**src/rgbh_pkg.sv**
```systemverilog
// shared types, constants and control codes of the rgb to hue pipeline
package rgbh_pkg;

	localparam int CHAN_BITS = 8;
	localparam int NUM_CH    = 3;
	localparam int SCALE     = 60;
	localparam int DVD_BITS  = CHAN_BITS + $clog2(SCALE);
	localparam int HUE_BITS  = 9;

	// lane order inside the channel vectors
	localparam int CH_R = 0;
	localparam int CH_G = 1;
	localparam int CH_B = 2;

	// which channel holds the maximum, or a fixed hue
	localparam logic [1:0] SEL_RED   = 2'd0;
	localparam logic [1:0] SEL_GREEN = 2'd1;
	localparam logic [1:0] SEL_BLUE  = 2'd2;
	localparam logic [1:0] SEL_FIXED = 2'd3;

	localparam int HUE_OFS_G = 120;
	localparam int HUE_OFS_B = 240;
	localparam int HUE_WRAP  = 360;

	typedef logic [CHAN_BITS-1:0] chan_t;
	typedef chan_t [NUM_CH-1:0]   chan_vec_t;
	typedef logic [DVD_BITS-1:0]  dvd_t;
	typedef dvd_t [NUM_CH-1:0]    dvd_vec_t;
	typedef logic [HUE_BITS-1:0]  hue_t;

	localparam hue_t HUE_GREY = hue_t'(300);
	localparam hue_t HUE_RG   = hue_t'(60);
	localparam hue_t HUE_RB   = hue_t'(300);
	localparam hue_t HUE_GB   = hue_t'(180);

	typedef struct packed {
		logic [1:0] sel;
		hue_t       fix_hue;
	} pix_ctl_t;

endpackage

```
**src/rgb_to_hue_integer_top.sv**
```systemverilog
// top level of the rgb to integer hue pipeline
//
// pixel channel: pix_valid/pix_ready with red, green, blue (unsigned channels);
// a beat is taken on a rising edge with pix_valid and pix_ready both high
// hue channel: hue_valid/hue_ready with hue in whole degrees, 0..359;
// grey pixels report 300, ties for the maximum give 60, 180 or 300
//
// path: a register after max/min/delta, one divider stage per quotient bit
// of the channel*60/delta divider (CHAN_BITS + 6 stages), then the output
// register that holds the formed and wrapped hue
// throughput is one pixel per clock while the receiver takes hues; the
// divider is fully pipelined; the single shared stage enable alone sets the rate
//
// reset clears only the valid bits of every stage, so the pipe comes up empty
// and hue_valid is low; pix_ready is high right after reset
// when the receiver stalls with a hue waiting, the whole pipe freezes and
// pix_ready drops; beats in flight are held, none lost or repeated; empty
// output register lets the pipe move, so bubbles drain while stalled
module rgb_to_hue_integer_top (
	input  logic            clk,
	input  logic            arst_n,
	input  logic            pix_valid,
	output logic            pix_ready,
	input  rgbh_pkg::chan_t red,
	input  rgbh_pkg::chan_t green,
	input  rgbh_pkg::chan_t blue,
	output logic            hue_valid,
	input  logic            hue_ready,
	output rgbh_pkg::hue_t  hue
);
	import rgbh_pkg::*;

	// pipe advance: output register free or being taken this cycle
	logic     adv;

	logic     valid_s1;
	dvd_vec_t dvd_s1;
	chan_t    delta_s1;
	pix_ctl_t ctl_s1;

	logic     quot_valid;
	dvd_vec_t quot;
	pix_ctl_t quot_ctl;

	assign adv       = !hue_valid || hue_ready;
	assign pix_ready = adv;

	// max/min/delta, case select and dividends
	rgbh_front u_front (
		.clk      (clk),
		.arst_n   (arst_n),
		.en       (adv),
		.valid    (pix_valid),
		.red      (red),
		.green    (green),
		.blue     (blue),
		.valid_s1 (valid_s1),
		.dvd_s1   (dvd_s1),
		.delta_s1 (delta_s1),
		.ctl_s1   (ctl_s1)
	);

	// three scaled channels, one quotient bit per stage
	rgbh_div u_div (
		.clk        (clk),
		.arst_n     (arst_n),
		.en         (adv),
		.valid      (valid_s1),
		.dvd        (dvd_s1),
		.delta      (delta_s1),
		.ctl        (ctl_s1),
		.quot_valid (quot_valid),
		.quot       (quot),
		.quot_ctl   (quot_ctl)
	);

	// hue select, wrap, output register
	rgbh_hue u_hue (
		.clk         (clk),
		.arst_n      (arst_n),
		.en          (adv),
		.valid       (quot_valid),
		.quot        (quot),
		.ctl         (quot_ctl),
		.hue_valid_q (hue_valid),
		.hue_q       (hue)
	);

`ifndef SYNTHESIS
	// hue always lands inside one turn
	a_hue_range: assert property (@(posedge clk) disable iff (!arst_n)
		hue_valid |-> (hue < hue_t'(HUE_WRAP)))
		else $error("hue out of range");

	// a waiting hue blocks new pixels
	a_stall_blocks: assert property (@(posedge clk) disable iff (!arst_n)
		(hue_valid && !hue_ready) |-> !pix_ready)
		else $error("pixel taken while output stalled");

	// empty output register never blocks the input
	a_empty_ready: assert property (@(posedge clk) disable iff (!arst_n)
		!hue_valid |-> pix_ready)
		else $error("pipe stalled with empty output");

	// a stalled hue keeps its value into the next cycle
	a_stall_hold: assert property (@(posedge clk) disable iff (!arst_n)
		(hue_valid && !hue_ready) |=> (hue_valid && $stable(hue)))
		else $error("stalled hue changed");
`endif

endmodule

```
**src/rgbh_front.sv**
```systemverilog
// first stage: max, min, delta, hue case and scaled dividends
module rgbh_front (
	input  logic               clk,
	input  logic               arst_n,
	input  logic               en,
	input  logic               valid,
	input  rgbh_pkg::chan_t    red,
	input  rgbh_pkg::chan_t    green,
	input  rgbh_pkg::chan_t    blue,
	output logic               valid_s1,
	output rgbh_pkg::dvd_vec_t dvd_s1,
	output rgbh_pkg::chan_t    delta_s1,
	output rgbh_pkg::pix_ctl_t ctl_s1
);
	import rgbh_pkg::*;

	chan_t    mx;
	chan_t    mn;
	chan_t    delta;
	pix_ctl_t ctl;
	dvd_vec_t dvd;

	always_comb begin
		mx = red;
		if (green > mx) mx = green;
		if (blue > mx) mx = blue;
		mn = red;
		if (green < mn) mn = green;
		if (blue < mn) mn = blue;
		delta = mx - mn;

		ctl.sel     = SEL_FIXED;
		ctl.fix_hue = HUE_GREY;
		priority if (delta == '0) begin
			ctl.sel     = SEL_FIXED;
			ctl.fix_hue = HUE_GREY;
		end else if (red > green && red > blue) begin
			ctl.sel = SEL_RED;
		end else if (green > red && green > blue) begin
			ctl.sel = SEL_GREEN;
		end else if (blue > red && blue > green) begin
			ctl.sel = SEL_BLUE;
		end else if (red == green) begin
			ctl.fix_hue = HUE_RG;
		end else if (red == blue) begin
			ctl.fix_hue = HUE_RB;
		end else begin
			ctl.fix_hue = HUE_GB;
		end

		// channel * 60, exact in the dividend width
		dvd[CH_R] = dvd_t'(red) * dvd_t'(SCALE);
		dvd[CH_G] = dvd_t'(green) * dvd_t'(SCALE);
		dvd[CH_B] = dvd_t'(blue) * dvd_t'(SCALE);
	end

	always_ff @(posedge clk or negedge arst_n) begin
		if (!arst_n) begin
			valid_s1 <= 1'b0;
		end else if (en) begin
			valid_s1 <= valid;
		end
	end

	always_ff @(posedge clk) begin
		if (en) begin
			dvd_s1   <= dvd;
			delta_s1 <= delta;
			ctl_s1   <= ctl;
		end
	end

endmodule

```
**src/rgbh_div.sv**
```systemverilog
// pipelined restoring divider, three lanes sharing one divisor, one quotient bit per stage
module rgbh_div (
	input  logic               clk,
	input  logic               arst_n,
	input  logic               en,
	input  logic               valid,
	input  rgbh_pkg::dvd_vec_t dvd,
	input  rgbh_pkg::chan_t    delta,
	input  rgbh_pkg::pix_ctl_t ctl,
	output logic               quot_valid,
	output rgbh_pkg::dvd_vec_t quot,
	output rgbh_pkg::pix_ctl_t quot_ctl
);
	import rgbh_pkg::*;

	localparam int NSTG = DVD_BITS;

	logic      v_q   [NSTG];
	dvd_vec_t  dvd_q [NSTG];
	dvd_vec_t  quo_q [NSTG];
	chan_vec_t rem_q [NSTG];
	chan_t     d_q   [NSTG];
	pix_ctl_t  ctl_q [NSTG];

	dvd_vec_t  quo_n [NSTG];
	chan_vec_t rem_n [NSTG];

	// one restoring step: returns quotient bit and new remainder
	function automatic logic [CHAN_BITS:0] div_step(chan_t rem, logic nb, chan_t d);
		logic [CHAN_BITS:0] trial;
		logic [CHAN_BITS:0] diff;
		trial = {rem, nb};
		diff  = trial - {1'b0, d};
		if (trial >= {1'b0, d}) return {1'b1, diff[CHAN_BITS-1:0]};
		return {1'b0, trial[CHAN_BITS-1:0]};
	endfunction

	always_comb begin
		logic [CHAN_BITS:0] st;
		for (int j = 0; j < NUM_CH; j++) begin
			st          = div_step('0, dvd[j][NSTG-1], delta);
			rem_n[0][j] = st[CHAN_BITS-1:0];
			quo_n[0][j] = {{(NSTG-1){1'b0}}, st[CHAN_BITS]};
			for (int k = 1; k < NSTG; k++) begin
				st          = div_step(rem_q[k-1][j], dvd_q[k-1][j][NSTG-1-k], d_q[k-1]);
				rem_n[k][j] = st[CHAN_BITS-1:0];
				quo_n[k][j] = {quo_q[k-1][j][NSTG-2:0], st[CHAN_BITS]};
			end
		end
	end

	always_ff @(posedge clk or negedge arst_n) begin
		if (!arst_n) begin
			for (int k = 0; k < NSTG; k++) v_q[k] <= 1'b0;
		end else if (en) begin
			v_q[0] <= valid;
			for (int k = 1; k < NSTG; k++) v_q[k] <= v_q[k-1];
		end
	end

	always_ff @(posedge clk) begin
		if (en) begin
			dvd_q[0] <= dvd;
			d_q[0]   <= delta;
			ctl_q[0] <= ctl;
			for (int k = 1; k < NSTG; k++) begin
				dvd_q[k] <= dvd_q[k-1];
				d_q[k]   <= d_q[k-1];
				ctl_q[k] <= ctl_q[k-1];
			end
			for (int k = 0; k < NSTG; k++) begin
				rem_q[k] <= rem_n[k];
				quo_q[k] <= quo_n[k];
			end
		end
	end

	assign quot_valid = v_q[NSTG-1];
	assign quot       = quo_q[NSTG-1];
	assign quot_ctl   = ctl_q[NSTG-1];

endmodule

```
**src/rgbh_hue.sv**
```systemverilog
// last stage: combine scaled channels, wrap negative hues, output register
module rgbh_hue (
	input  logic               clk,
	input  logic               arst_n,
	input  logic               en,
	input  logic               valid,
	input  rgbh_pkg::dvd_vec_t quot,
	input  rgbh_pkg::pix_ctl_t ctl,
	output logic               hue_valid_q,
	output rgbh_pkg::hue_t     hue_q
);
	import rgbh_pkg::*;

	localparam int SW = DVD_BITS + 2;

	logic signed [SW-1:0] rs;
	logic signed [SW-1:0] gs;
	logic signed [SW-1:0] bs;
	logic signed [SW-1:0] h_raw;
	logic signed [SW-1:0] h_wrap;

	always_comb begin
		rs = signed'(SW'(quot[CH_R]));
		gs = signed'(SW'(quot[CH_G]));
		bs = signed'(SW'(quot[CH_B]));
		unique case (ctl.sel)
			SEL_RED:   h_raw = gs - bs;
			SEL_GREEN: h_raw = signed'(SW'(HUE_OFS_G)) + bs - rs;
			SEL_BLUE:  h_raw = signed'(SW'(HUE_OFS_B)) + rs - gs;
			SEL_FIXED: h_raw = signed'(SW'(ctl.fix_hue));
		endcase
		h_wrap = h_raw[SW-1] ? h_raw + signed'(SW'(HUE_WRAP)) : h_raw;
	end

	always_ff @(posedge clk or negedge arst_n) begin
		if (!arst_n) begin
			hue_valid_q <= 1'b0;
		end else if (en) begin
			hue_valid_q <= valid;
		end
	end

	always_ff @(posedge clk) begin
		if (en) begin
			hue_q <= h_wrap[HUE_BITS-1:0];
		end
	end

endmodule
```
**config.mk**
```make
export PLATFORM = sky130hd
export DESIGN_NAME = rgb_to_hue_integer_top
export DESIGN_NICKNAME = d
export VERILOG_FILES = /design/src/rgbh_pkg.sv /design/src/rgb_to_hue_integer_top.sv /design/src/rgbh_front.sv /design/src/rgbh_div.sv /design/src/rgbh_hue.sv
export SDC_FILE = /design/constraint.sdc
export NUM_CORES = 2
export LEC_CHECK = 0
export BUFFER_PORTS_ARGS = -buffer_cell sky130_fd_sc_hd__buf_2
export CAP_MARGIN = 20
export CORE_MARGIN = 3
export CORE_UTILIZATION = 40
export CTS_BUF_LIST = sky130_fd_sc_hd__clkbuf_8
export DETAILED_ROUTE_END_ITERATION = 6
export GPL_ROUTABILITY_DRIVEN = 1
export MAX_ROUTING_LAYER = met4
export SLEW_MARGIN = 20
export SYNTH_ARGS = -nofsm -noshare
export SYNTH_HDL_FRONTEND = slang
export SYNTH_HIERARCHICAL = 1
export SYNTH_SLANG_ARGS = --single-unit
```
**constraint.sdc**
```tcl
create_clock -name clk -period 50 [get_ports clk]
set_input_delay 5 -clock clk [delete_from_list [all_inputs] [get_ports clk]]
set_output_delay 5 -clock clk [all_outputs]
set_load 0.01 [all_outputs]
```
* Yosys cells after proc, flatten, opt, wreduce, memory -nomap -nowiden *
Memories as Yosys holds them, arrays and structs flattened.
Index checks and enable logic that the tools add are counted.

storage, ports and cells
  memory bits (read-only) = 0
  bits in registers = 80
  bits in writable memories = 1,778
  latch bits = 0
  logic and storage cells = 285
  memories kept = 5

operators by class
  add/subtract/negate cells = 49
  multipliers = 3
  bitwise operators = 0
  reductions and logical operators = 9
  div/mod/pow operators = 0
  shift-type cells = 0
  mux-type cells = 139
  equality and inequality tests = 5
  $lt $le $gt $ge = 51

memory list
  memory       words  width  rd ports  clocked after memory_dff  write ports  RTL line        text
  u_div.dvd_q  14     42     13        0                         14           rgbh_div.sv:19  dvd_vec_t dvd_q [NSTG];
  u_div.quo_q  14     42     14        0                         14           rgbh_div.sv:20  dvd_vec_t quo_q [NSTG];
  u_div.rem_q  14     24     13        0                         14           rgbh_div.sv:21  chan_vec_t rem_q [NSTG];
  u_div.ctl_q  14     11     14        0                         14           rgbh_div.sv:23  pix_ctl_t ctl_q [NSTG];
  u_div.d_q    14     8      13        0                         14           rgbh_div.sv:22  chan_t d_q [NSTG];

operator list
  operator                                            count
  two-way mux 9 bit                                   87
  >= comparator 9 x 8 -> 1 bit                        39
  subtractor 8 bit                                    40
  one-hot mux 16 bit (4 select lines)                 1
  greater-than comparator 8 bit                       7
  two-way mux 1 bit                                   45
  multiplier 8 x 4 -> 12 bit (second input constant)  3
  two-way mux 8 bit                                   4
  subtractor 16 x 15 -> 16 bit                        2
  >= comparator 1 x 8 -> 1 bit                        3
  subtractor 1 x 8 -> 8 bit                           3
  == test 8 bit                                       2
  less-than comparator 8 bit                          2
  adder 7 x 14 -> 15 bit (first input constant)       1
  adder 8 x 14 -> 15 bit (first input constant)       1
  subtractor 14 x 14 -> 15 bit                        1
  adder 9 bit (second input constant)                 1
  logical NOT 8 bit                                   1
  OR reduction 5 bit                                  1
  == test 2 bit (second input constant)               2
  two-way mux 2 bit                                   2
  OR reduction 4 bit                                  1
  logical AND 1 bit                                   3
  == test 2 x 1 -> 1 bit (second input constant)      1
  3 further kinds                                     3

* Depth between registers and ports, before layout *
  depth in word-level cells = 7
  depth in mapped cells = 27
  depth with buffers taken out = 26

* Hierarchy *
Netlist, hierarchy kept.

by module, submodules not included
  module                  cells each  area each (um^2)  times used  seq. area each (um^2)
  rgbh_div                3,509       53,806.6          1           35,123.7
  rgbh_front              490         5,265.0           1           1,526.5
  rgbh_hue                318         2,561.2           1           295.3
  rgb_to_hue_integer_top  1           6.3               1           0.0

* Worst setup path after synthesis *
No wires, ideal clock.

  path type = input-to-output
  from = in hue_ready
  to = out pix_ready
  path slack = 10.856 ns
  data required time = 45.000 ns
  arrival = 34.144 ns
  stages = 1
  cell sequence = nand2b_1

on the way
  cells in the longest elaborated chain, start to end = 1

ends and longest elaborated chain
  element             RTL line                      text
  start: declaration  rgb_to_hue_integer_top.sv:28  input logic hue_ready,
  logical OR 1 bit    rgb_to_hue_integer_top.sv:45  assign adv = !hue_valid || hue_ready;
  end: declaration    rgb_to_hue_integer_top.sv:23  output logic pix_ready,

No other way between the ends.

* Final worst setup path *
Same ends and word-level chain as after synthesis.

==> run summary <==
outcome: finished clean
post-detailed-routing wire length: 115 mm
post-synth top area share: 59.3%
DR iter-0 viols: 2010
critical path endpoint category: output port
FMAX: 0.0907 GHz
most frequent cells in the layout: edfxtp_1, ha_1, inv_1
hold crit path type: register to register
Clock Skew: 0.0393 ns
Pre-Repair DR Iteration Count: 5
Slew headroom: 33.9%
Synth Area per Inst: 14.3 sq um
Initial Util: 40.4%
worst r2r dst: u_div/ctl_q[1][34]
total congestion overflow: 0
Async SR Flop Fraction: 1.30%
final setup TNS: 0 ns
CTS Buf Count: 202
DRC violations left: 0
CTS HTree Levels: 4
Post-Synth Adder-Cell Area: 11.8%
Post-Syn Area: 61600 sq um
Hold Path End: u_div/quo_q[1][188]
postcts setup bufs: 0
Die Area: 159000 sq um
largest family of logic cells by synthesized area: adder cells
Synth area leaders: edfxtp_1, ha_1, mux2_2, fa_1, inv_1
GR Util All Layers: 15.0%
Post-synth EDFFs: 1217
nets: 5037
mux cell area share after synthesis: 5.68%
final HPWL from detailed placement: 82.7 mm
core box area: 152000 sq um
routed len/inst: 17.2 um
via count: 33700
min cycle time layout: 11.03 ns
TritonCTS clock tree: done
Synth area leader: edfxtp_1
largest net degree at the start of global routing: 198
WP data arrival: 6.03 ns
Period Utilization, post-route: 22.1%
Die H: 399 um
RSZ-0062 raised after global routing: false
vias per cell: 5.05
CTS max path bufs: 3
Die W: 399 um
Slew @ Worst Pin: 0.992 ns
most common cell after layout, fill and taps aside: edfxtp_1
Synth Instances: 4318
flop2flop setup slack: 45.81 ns
hold_buf cts: 0
Data required, critical path: 45.00 ns
post-synthesis sequential area ratio: 59.9%
synth warn: 6
Post-Synth XOR/XNOR Area: 2.57%
row cnt: 143
port bufs: 38
vias in the first global route: 33800
simple-gate portion of the synthesized area: 6.50%
GP Congestion: 0.863
max-slew violations: 0
Clk pin slew, worst setup/hold paths: 0.06 ns
Reg-to-Reg Start: u_hue/hue_valid_q
crit start category: input pin
Reg2Reg Depth: 4
Yosys cell types: 81
Worst Hold Launch: u_div/quo_q[1][145]
Worst Hold Depth: 0
share of cells above drive strength 1: 13.9%
Fin. Hold Viols: 0
Worst-Skew Late Latency: 0.89 ns
Seq cells post-synth: 1233
Max Cap Viol: 0
I/O pin total: 39
Post-CTS Resized: 0
top_reg_cell synth: edfxtp_1
first-pass GRT wire length: 184 mm
Area growth, synth to finish: 10.2%
DRT antenna net count: 0
crit path kind: input pin to output port
clk sinks: 1233
CP Max Fanout: 68
Synth Area in Compound Gates: 10.2%
Setup-failing EPs final: 0
initial antenna violation count: 1
clock root buffer master: clkbuf_8
-- how the worst max path moves through the flow --
stage          cells after the start                 to  slack, ns  startpoint
2_1_floorplan                      1          pix_ready      10.86   hue_ready
3_3_place_gp                      24  u_front/ctl_s1[4]      38.77      red[5]
3_5_place_dp                      24  u_front/ctl_s1[4]      38.78      red[5]
4_1_cts                            3          pix_ready      38.90   hue_ready
5_1_grt                            3          pix_ready      38.82   hue_ready
6_report                           3          pix_ready      38.97   hue_ready
-- kinds of logic (layout without fill, tap and decap cells) --
group / Yosys count / after routing
xor gates and xnor gates: 180 / 180
AOI/OAI and AO/OA: 807 / 807
and+or+nand+nor: 775 / 775
buffers and inverters: 473 / 786
muxes: 315 / 315
DFF: 1233 / 1233
adders and majority gates: 533 / 533
other: 2 / 12
-- Yosys cell counts, drive strengths merged (84+ instances only) --
cell type  instances
edfxtp          1217
ha               454
inv              369
mux2             234
nor2             203
xnor2            157
nor3             147
a21oi            141
a21o             138
o21ai             87
o21a              86
nand2b            84
-- final cells by class --
cell class              instances  area (sq um)
clock inverters               165          1270
well taps                    2030          2540
diodes                          1          2.50
repair buffers                 48           315
flip-flops and latches       1233         36900
inverters                     370          1390
clock buffers                 203          2790
multi-input cells            2621         22700
fillers                     13700         84500
-- worst max-delay path, stage by stage --
cell and delay, ns:
buf_2 0.07, nand2b_4 0.68, buf_2 0.27
-- routing by layer --
layer / wire length, um / track usage (%)
met5: 0 / -
met4: 2040 / 4.26
met3: 3460 / 2.44
met2: 56100 / 24.8
met1: 53100 / 19.3
-- through the flow --
step	instances	util [%]	hold WS [ns]	setup slack [ns]	cell area, sq um
final	6671	44.6	0.382	38.97	67900
after detailed placement	6302	41.9	0.405	38.78	63900
after global placement	6302	41.9	0.400	38.77	63900
after CTS	6670	44.6	0.378	38.90	67900
after floorplan	4327	-	0.400	10.86	61700
after global routing	6671	44.6	0.389	38.82	67900
-- flip-flops by register name, summed over array words and instances (netlist names) --
register and flops:
u_div/quo_q 315, u_div/rem_q 312, u_div/dvd_q 273, u_div/ctl_q 154, u_div/d_q 104, u_front/dvd_s1 36
u_div/v_q 13, u_hue/hue_q 9, u_front/delta_s1 8, u_front/ctl_s1 6, u_div/quot_valid 1, u_front/valid_s1 1
u_hue/hue_valid_q 1
Power is not shown: default switching activity piles up to over one toggle a cycle in this logic, so the estimate is an artifact.
